--- src/rtl/mabrb_pkg.sv ---
// Package for the message-atomic byte ring buffer.
// Holds the opcode, status and direction codes, field widths and the result struct.
// No dependencies.
package mabrb_pkg;

    // Default store capacity in bytes
    localparam int CAPACITY_DEF = 4096;
    // Register value of buffer_size after reset
    localparam int BUF_SIZE_RST = 4096;

    // Field widths
    localparam int SIZE_W   = 13;
    localparam int LEN_W    = 16;
    localparam int BYTE_W   = 8;
    localparam int OPC_W    = 3;
    localparam int STAT_W   = 3;
    localparam int DIR_W    = 2;
    localparam int IN_DW    = 40;
    localparam int OUT_DW   = 48;

    // Opcodes
    localparam logic [OPC_W-1:0] OP_WR_REQ  = 3'd0;
    localparam logic [OPC_W-1:0] OP_WR_BYTE = 3'd1;
    localparam logic [OPC_W-1:0] OP_RD_REQ  = 3'd2;
    localparam logic [OPC_W-1:0] OP_RD_BYTE = 3'd3;
    localparam logic [OPC_W-1:0] OP_CLEAR   = 3'd4;
    localparam logic [OPC_W-1:0] OP_INQUIRE = 3'd5;

    // Status codes
    localparam logic [STAT_W-1:0] ST_OK         = 3'd0;
    localparam logic [STAT_W-1:0] ST_INVALID    = 3'd1;
    localparam logic [STAT_W-1:0] ST_WOULDBLOCK = 3'd2;
    localparam logic [STAT_W-1:0] ST_WAIT       = 3'd3;
    localparam logic [STAT_W-1:0] ST_SEQ        = 3'd4;

    // Transfer direction codes
    localparam logic [DIR_W-1:0] DIR_NONE  = 2'd0;
    localparam logic [DIR_W-1:0] DIR_WRITE = 2'd1;
    localparam logic [DIR_W-1:0] DIR_READ  = 2'd2;

    // Result of one transaction, read_data excluded (it comes from the RAM)
    typedef struct packed {
        logic [STAT_W-1:0] status;
        logic [SIZE_W-1:0] granted;
        logic              done;
        logic              wake;
        logic [SIZE_W-1:0] fill;
        logic [SIZE_W-1:0] free;
    } result_t;

endpackage

--- src/rtl/mabrb_core.sv ---
// Ring buffer control: offsets, fill count, pending transfer and the request decisions.
// Depends on mabrb_pkg; drives the store RAM ports from the top level.
module mabrb_core
    import mabrb_pkg::*;
#(
    parameter int CAPACITY = CAPACITY_DEF
) (
    input  logic                        clk,
    input  logic                        rst_n,
    input  logic                        cfg_we,
    input  logic [SIZE_W-1:0]           cfg_data,
    input  logic                        step,
    input  logic [OPC_W-1:0]            opcode,
    input  logic [LEN_W-1:0]            length,
    input  logic [BYTE_W-1:0]           data_byte,
    input  logic                        nonblocking,
    input  logic                        peers_waiting,
    input  logic [SIZE_W-1:0]           lead_waiter_size,
    output result_t                     res,
    output logic                        fetch,
    output logic                        mem_we,
    output logic [$clog2(CAPACITY)-1:0] mem_waddr,
    output logic [BYTE_W-1:0]           mem_wdata,
    output logic                        mem_re,
    output logic [$clog2(CAPACITY)-1:0] mem_raddr
);

    localparam int AW = $clog2(CAPACITY);
    // Width that holds both an incremented offset and a size
    localparam int CW = (AW + 1 > SIZE_W) ? AW + 1 : SIZE_W;
    localparam int SIZE_RST = (CAPACITY < BUF_SIZE_RST) ? CAPACITY : BUF_SIZE_RST;

    logic [SIZE_W-1:0] size_reg,  size_next;
    logic [AW-1:0]     rd_off_reg, rd_off_next;
    logic [AW-1:0]     wr_off_reg, wr_off_next;
    logic [SIZE_W-1:0] fill_reg,  fill_next;
    logic [SIZE_W-1:0] rem_reg,   rem_next;
    logic [SIZE_W-1:0] total_reg, total_next;
    logic [DIR_W-1:0]  dir_reg,   dir_next;

    logic [SIZE_W-1:0] fill_inc, fill_dec, rem_dec, eff_size;
    logic [CW-1:0]     rd_adv, wr_adv;
    logic              len_zero, len_over, no_room;

    // Clamp of a written size to 1..CAPACITY
    always_comb
    begin
        priority if (cfg_data == '0)
        begin
            eff_size = SIZE_W'(1);
        end
        else if (32'(cfg_data) > 32'(CAPACITY))
        begin
            eff_size = SIZE_W'(CAPACITY);
        end
        else
        begin
            eff_size = cfg_data;
        end
    end

    // Shared arithmetic
    assign fill_inc = fill_reg + SIZE_W'(1);
    assign fill_dec = fill_reg - SIZE_W'(1);
    assign rem_dec  = rem_reg - SIZE_W'(1);
    assign rd_adv   = CW'(rd_off_reg) + CW'(1);
    assign wr_adv   = CW'(wr_off_reg) + CW'(1);
    assign len_zero = (length == '0);
    assign len_over = (length > LEN_W'(size_reg));
    assign no_room  = ((17'(fill_reg) + 17'(length)) > 17'(size_reg));

    // Per-transaction decision and next state
    always_comb
    begin
        size_next   = size_reg;
        rd_off_next = rd_off_reg;
        wr_off_next = wr_off_reg;
        fill_next   = fill_reg;
        rem_next    = rem_reg;
        total_next  = total_reg;
        dir_next    = dir_reg;
        res.status  = ST_OK;
        res.granted = '0;
        res.done    = 1'b0;
        res.wake    = 1'b0;
        fetch       = 1'b0;
        mem_we      = 1'b0;
        mem_re      = 1'b0;

        unique case (opcode)
            OP_WR_REQ:
            begin
                priority if (dir_reg != DIR_NONE)
                begin
                    res.status = ST_SEQ;
                end
                else if (len_zero)
                begin
                    res.status = ST_OK;
                end
                else if (len_over)
                begin
                    res.status = ST_INVALID;
                end
                else if (no_room)
                begin
                    if (nonblocking)
                    begin
                        res.status = ST_WOULDBLOCK;
                    end
                    else
                    begin
                        res.status = ST_WAIT;
                        res.wake   = (fill_reg != '0) && peers_waiting;
                    end
                end
                else
                begin
                    res.granted = SIZE_W'(length);
                    dir_next    = DIR_WRITE;
                    total_next  = SIZE_W'(length);
                    rem_next    = SIZE_W'(length);
                end
            end
            OP_WR_BYTE:
            begin
                if (dir_reg != DIR_WRITE || rem_reg == '0 || fill_reg >= size_reg)
                begin
                    res.status = ST_SEQ;
                end
                else
                begin
                    mem_we      = 1'b1;
                    wr_off_next = (wr_adv >= CW'(size_reg)) ? '0 : AW'(wr_adv);
                    fill_next   = fill_inc;
                    rem_next    = rem_dec;
                    res.granted = total_reg;
                    if (rem_reg == SIZE_W'(1))
                    begin
                        res.done   = 1'b1;
                        res.wake   = peers_waiting && (lead_waiter_size <= fill_inc);
                        dir_next   = DIR_NONE;
                        total_next = '0;
                    end
                end
            end
            OP_RD_REQ:
            begin
                priority if (dir_reg != DIR_NONE)
                begin
                    res.status = ST_SEQ;
                end
                else if (len_zero)
                begin
                    res.status = ST_OK;
                end
                else if (len_over)
                begin
                    res.status = ST_INVALID;
                end
                else if (LEN_W'(fill_reg) >= length)
                begin
                    res.granted = SIZE_W'(length);
                    dir_next    = DIR_READ;
                    total_next  = SIZE_W'(length);
                    rem_next    = SIZE_W'(length);
                end
                else if (nonblocking)
                begin
                    res.status = ST_WOULDBLOCK;
                end
                else if (fill_reg != '0 && peers_waiting)
                begin
                    // short read of the whole fill
                    res.granted = fill_reg;
                    dir_next    = DIR_READ;
                    total_next  = fill_reg;
                    rem_next    = fill_reg;
                end
                else
                begin
                    res.status = ST_WAIT;
                end
            end
            OP_RD_BYTE:
            begin
                if (dir_reg != DIR_READ || rem_reg == '0 || fill_reg == '0)
                begin
                    res.status = ST_SEQ;
                end
                else
                begin
                    mem_re      = 1'b1;
                    fetch       = 1'b1;
                    rd_off_next = (rd_adv >= CW'(size_reg)) ? '0 : AW'(rd_adv);
                    fill_next   = fill_dec;
                    rem_next    = rem_dec;
                    res.granted = total_reg;
                    if (rem_reg == SIZE_W'(1))
                    begin
                        res.done   = 1'b1;
                        res.wake   = peers_waiting &&
                                     ((14'(lead_waiter_size) + 14'(fill_dec)) <= 14'(size_reg));
                        dir_next   = DIR_NONE;
                        total_next = '0;
                    end
                end
            end
            OP_CLEAR:
            begin
                rd_off_next = '0;
                wr_off_next = '0;
                fill_next   = '0;
                rem_next    = '0;
                total_next  = '0;
                dir_next    = DIR_NONE;
                res.wake    = peers_waiting;
            end
            OP_INQUIRE:
            begin
                res.status = ST_OK;
            end
            default:
            begin
                res.status = ST_SEQ;
            end
        endcase

        res.fill = fill_next;
        res.free = size_reg - fill_next;

        // A size write empties the buffer and aborts any transfer
        if (cfg_we)
        begin
            size_next   = eff_size;
            rd_off_next = '0;
            wr_off_next = '0;
            fill_next   = '0;
            rem_next    = '0;
            total_next  = '0;
            dir_next    = DIR_NONE;
        end
    end

    // Store ports
    assign mem_waddr = wr_off_reg;
    assign mem_wdata = data_byte;
    assign mem_raddr = rd_off_reg;

    // State registers
    always_ff @(posedge clk or negedge rst_n)
    begin
        if (!rst_n)
        begin
            size_reg   <= SIZE_W'(SIZE_RST);
            rd_off_reg <= '0;
            wr_off_reg <= '0;
            fill_reg   <= '0;
            rem_reg    <= '0;
            total_reg  <= '0;
            dir_reg    <= DIR_NONE;
        end
        else if (step || cfg_we)
        begin
            size_reg   <= size_next;
            rd_off_reg <= rd_off_next;
            wr_off_reg <= wr_off_next;
            fill_reg   <= fill_next;
            rem_reg    <= rem_next;
            total_reg  <= total_next;
            dir_reg    <= dir_next;
        end
    end

endmodule

--- config.mk ---
export PLATFORM = sky130hd
export DESIGN_NAME = mabrb_core
export DESIGN_NICKNAME = d
export VERILOG_FILES = /design/src/rtl/mabrb_pkg.sv /design/src/rtl/mabrb_core.sv
export SDC_FILE = /design/constraint.sdc
export NUM_CORES = 1
export LEC_CHECK = 0
export BUFFER_PORTS_ARGS = -buffer_cell sky130_fd_sc_hd__buf_2
export CELL_PAD_IN_SITES_DETAIL_PLACEMENT = 0
export CELL_PAD_IN_SITES_GLOBAL_PLACEMENT = 2
export CORE_ASPECT_RATIO = 0.8
export CORE_MARGIN = 2
export CORE_UTILIZATION = 38
export DETAILED_ROUTE_END_ITERATION = 7
export GPL_ROUTABILITY_DRIVEN = 0
export PLACE_DENSITY_LB_ADDON = 0.2
export SLEW_MARGIN = 0
export SYNTH_ARGS = -nofsm -noshare
export SYNTH_HDL_FRONTEND = slang
export SYNTH_SLANG_ARGS = --single-unit
--- constraint.sdc ---
create_clock -name clk -period 14.9 [get_ports clk]
set_input_delay 1.49 -clock clk [delete_from_list [all_inputs] [get_ports clk]]
set_output_delay 1.49 -clock clk [all_outputs]
set_load 0.05 [all_outputs]
## Word-level counts from Yosys, hierarchy flattened

Cells that the tools add are included.
Widths: inputs -> output; s select.

- Word-level logic and storage cells: 154
- Latch bits: 0
- Bits in writable memories: 0
- Memories kept: 0
- Bits in read-only memories: 0
- Flip-flop bits (word level): 78

- Bitwise logic cells: 0
- Multiplexer cells: 88
- Eq/ne operators: 19
- Add/subtract/negate cells: 8
- $lt $le $gt $ge: 9
- Shift operators: 0
- $mul: 0
- Div/mod/pow operators: 0
- Reductions and logical operators: 23

Operator list:

| operator | count |
|---|---|
| $mux 13 | 32 |
| $pmux 13 s5 | 2 |
| $mux 12 | 6 |
| $pmux 13 s4 | 1 |
| $mux 2 | 24 |
| $pmux 12 s2 | 2 |
| $ge 13x13->1 | 3 |
| $logic_not 13->1 | 3 |
| $pmux 13 s3 | 1 |
| $mux 15 | 2 |
| $ne 3x3->1 const B | 9 |
| $add 12x1->13 const B | 2 |
| $sub 13x1->13 const B | 2 |
| $add 13x16->17 | 1 |
| $gt 17x13->1 | 1 |
| $ge 13x16->1 | 1 |
| $gt 16x13->1 | 1 |
| $logic_not 16->1 | 1 |
| $pmux 3 s5 | 1 |
| $add 13x13->14 | 1 |
| $le 14x13->1 | 1 |
| $add 13x1->13 const B | 1 |
| $eq 13x1->1 const B | 1 |
| $gt 13x13->1 const B | 1 |
| 24 further kinds | 47 |

## Longest topological paths before layout

- Depth in word-level cells: 10
- Depth in mapped cells: 23

## Worst setup path before layout

No wires, ideal clock.

- Path kind: input to output
- Start: input opcode[2]
- End: output res[12] (netlist name)
- Path slack: 6.882 ns
- Buffers on the path: 2
- Data required time: 13.410 ns
- Arrival: 6.528 ns
- Stages on the path: 18
- Cells stage by stage: nand2b_1 or4_1 buf_2 nand2_1 clkbuf_1 nor2_1 a21oi_1 ha_1 inv_1 fa_1 a21oi_1 o21ai_0 or4_1 a31oi_1 nor2b_1 o21ai_0 a21oi_1 xnor2_1

RTL lines:

| item | line | source |
|---|---|---|
| from (decl) | mabrb_core.sv:13 | `input logic [OPC_W-1:0] opcode,` |
| to (decl) | mabrb_core.sv:19 | `output result_t res,` |

==> flow_summary.rst <==
.. list-table::
   :header-rows: 1

   * - Metric
     - Value
   * - Setup crit start
     - opcode[2]
   * - Element type at the critical path end
     - output pin
   * - Maximum clock frequency
     - 121 MHz
   * - Syn_area_per_cell
     - 8.04 um^2
   * - Clock Skews
     - 0.0108 ns
   * - Critical Path Max Stage Delay
     - 1.00 ns
   * - Main flop type after synthesis
     - dfrtp_1
   * - Width of the die
     - 183 um
   * - Critical Path AT
     - 6.75 ns
   * - Number of enable-type register cells in the synthesized netlist
     - 0
   * - Final core utilization
     - 0.430
   * - First-pass GRT wire length
     - 55,200 um
   * - Worst-case clock buffer depth
     - 2
   * - Family of cells with the greatest summed delay on the critical path
     - simple AND/OR/NAND/NOR gates
   * - PostCTS Resize Cnt
     - 0
   * - Port buffer count
     - 121
   * - Class of the tightest hold or removal check
     - flop to flop
   * - Total number of clock tree sinks
     - 78
   * - Number of rows created at floorplan
     - 52
   * - Flop and latch count out of synthesis
     - 78
   * - Count of nets after finishing
     - 1,505
   * - Cell type with the highest aggregate area in the netlist
     - dfrtp_1
   * - Gr ovfl total
     - 0
   * - Kind of launch point of the worst setup path
     - input pin
   * - DRC violations left
     - 0
   * - Top area cells in the synthesized netlist
     - dfrtp_1 20%, ha_1 19%, xnor2_1 4.3%
   * - P&R area growth vs syn
     - 11.6%
   * - Buf+Inv Stages, Crit Path
     - 3
   * - Vias/cell
     - 5.96
   * - Area of the die
     - 26,900 um^2
   * - Worst slew margin
     - 0.264
   * - Tightest Pin Transition
     - 1.10 ns
   * - Slowest cell on the critical path
     - or4_1
   * - Buffers inserted during post-CTS setup optimization
     - 0
   * - Number of global-route vias before repair
     - 9,151
   * - Peak VDD IR
     - 0.0505 mV
   * - Async set-or-reset flop fraction in the synthesized netlist
     - 1.00
   * - HPWL reported at the end of detailed placement
     - 27,400 um
   * - Total number of vias
     - 9,664
   * - P per Cell Area
     - 84.0 nW/um^2
   * - Post-detailed-route count of antenna-violating nets
     - 0
   * - Warning count from the yosys run
     - 0
   * - Worst-Skew Late Latency
     - 0.36 ns
   * - Number of antenna violations at the first check in global routing
     - 1
   * - Slew Limit Fails
     - 0
   * - Critical Setup Path Class
     - input pin to output pin
   * - Most frequent cells after synthesis
     - 151 x ha_1, 101 x nand2_1, 86 x nor2_1, 83 x inv_1, 77 x dfrtp_1
   * - Maximum level of the CTS H-tree
     - 3
   * - Fin. Hold Viols
     - 0
   * - LEAKAGE
     - 5.13 nW
   * - Floorplan die height
     - 147 um
   * - Final WL
     - 36,300 um
   * - Combined global-route utilization of all metal layers
     - 0.269
   * - Number of library cell types mapped by synthesis
     - 88
   * - Worst hold start
     - total_reg[11]
   * - Standard cell core area
     - 25,200 um^2
   * - Final worst-path cycle share
     - 0.553
   * - Number of iterations in the first detailed-routing pass
     - 5
   * - Hold Buf Count CTS
     - 0
   * - Finish-stage setup viols
     - 0
   * - Netlist area before placement
     - 9730 um^2
   * - Critical-path maximum fanout
     - 20
   * - Clock period minus final worst setup slack
     - 8.24 ns
   * - Max-cap violations
     - 0
   * - Starting density of the core
     - 0.385
   * - Share of cells above drive strength 1
     - 0.131
   * - Data required time of the critical path
     - 13.41 ns
   * - Clock transition at path regs
     - 0.06 ns
   * - Starting DRC count in detailed routing
     - 784
   * - Setup repair after global routing missed its margin
     - no
   * - Count of filler cells inserted in the layout
     - 2,571
   * - Cell with the most instances after synthesis
     - ha_1
   * - Routed wire length per instance
     - 22.4 um
   * - Sequential fraction of the synthesis area
     - 0.201
   * - Synth top area share
     - 0.198
   * - Maximum number of pins on one net before global-route repair
     - 58
   * - Number of CTS-inserted buffers
     - 9
   * - Cells after synthesis
     - 1,210
   * - Post-place instance area
     - 10,500 um^2
   * - Total Negative Setup Slacks
     - 0 ns
   * - Sequence of cells on the critical path
     - buf_2 > nand2b_1 > or4_1 > nand2_1 > nor2_1 > a21oi_1 > ha_1 > inv_1 > fa_1 > a21oi_1 > o21ai_0 > or4_1 > a31oi_1 > nor2b_1 > o21ai_0 > nor2b_1 > xnor2_1 > buf_2
   * - Buffer type at the clock tree root
     - clkbuf_16
   * - CTS tree
     - built
   * - Number of placed I/O pins
     - 138
   * - Run status
     - finished clean
   * - Critical register-to-register path startpoint
     - fill_reg[0]
   * - Net Count, Synth
     - 1,423
   * - Final Instance Area
     - 10,900 um^2
[tightest hold or removal path: stages, from the launching register on]
cell and delay (ns):
dfrtp_1 0.38, nand2_1 0.06, o21ai_1 0.05
[through the flow]
| step | worst slack [ns] | instances | total power [mW] | hold slack, ns |
|---|---|---|---|---|
| after detailed placement | 6.72 | 1605 | 0.651 | 0.510 |
| after CTS | 6.73 | 1621 | 0.913 | 0.520 |
| after global placement | 6.80 | 1605 | 0.651 | 0.507 |
| final | 6.66 | 1622 | 0.912 | 0.523 |
| after global routing | 6.31 | 1621 | 0.968 | 0.546 |
| after floorplan | 6.88 | 1210 | 0.541 | 0.487 |
[layout make-up]
class,instances,area (um^2),area share
clock buffer,12,256,0.0236
inverter,86,323,0.0297
sequential,78,1950,0.180
clock inverter,4,76.3,0.00703
timing repair buffer,130,676,0.0622
multi-input combinational,987,7170,0.660
tap,324,405,0.0373
antenna,1,2.50,0.000230
[cell usage in the layout (no fill, tap or decap), types with 21 or more instances in the layout]
cell      netlist  routed
nand3_1        31      31
inv_1          83      83
ha_1          151     151
a21o_1         21      21
a211oi_1       30      30
dfrtp_1        77      77
nand2_1       101     101
buf_2          13     120
xnor2_1        48      48
nor2_1         86      86
a21oi_1        70      70
nor3_1         49      49
xor2_1         26      26
o21ai_0        71      71
[per-layer routing]
metal	wire length, um	track usage
met1	18500	0.412
met2	15000	0.395
met5	0	0
met4	459	0.0604
met3	2250	0.0421
[kinds of logic (layout without fill, tap and decap cells)]
family / after synthesis / count (layout) / share of synthesized area
muxes: 5 / 5 / 0.00527
and+or+nand+nor: 386 / 386 / 0.197
buffers and inverters: 145 / 232 / 0.0626
other: 0 / 1 / 0
adders and majority gates: 154 / 154 / 0.200
xor gates and xnor gates: 75 / 75 / 0.0683
DFF: 78 / 78 / 0.201
AOI/OAI and AO/OA: 367 / 367 / 0.266
[final timing paths]
check | to | slack, ns | cells past startpoint
max in group asynchronous | rem_reg[1] | 12.71 | 2
worst min register to register | total_reg[11] | 0.52 | 2
worst min-delay path | total_reg[11] | 0.52 | 2
min in group asynchronous | mem_waddr[5] | 1.03 | 1
worst max-delay path | res[10] | 6.66 | 18
worst max register to register | rem_reg[3] | 9.48 | 17
[power by group]
| part | internal (mW) | leakage (nW) | switching (mW) |
|---|---|---|---|
| combinational | 0.145 | 3.91 | 0.269 |
| sequential | 0.222 | 1.06 | 0.0172 |
| clock | 0.157 | 0.159 | 0.102 |
| total | 0.524 | 5.13 | 0.388 |
(Power assumes the default switching activity.)
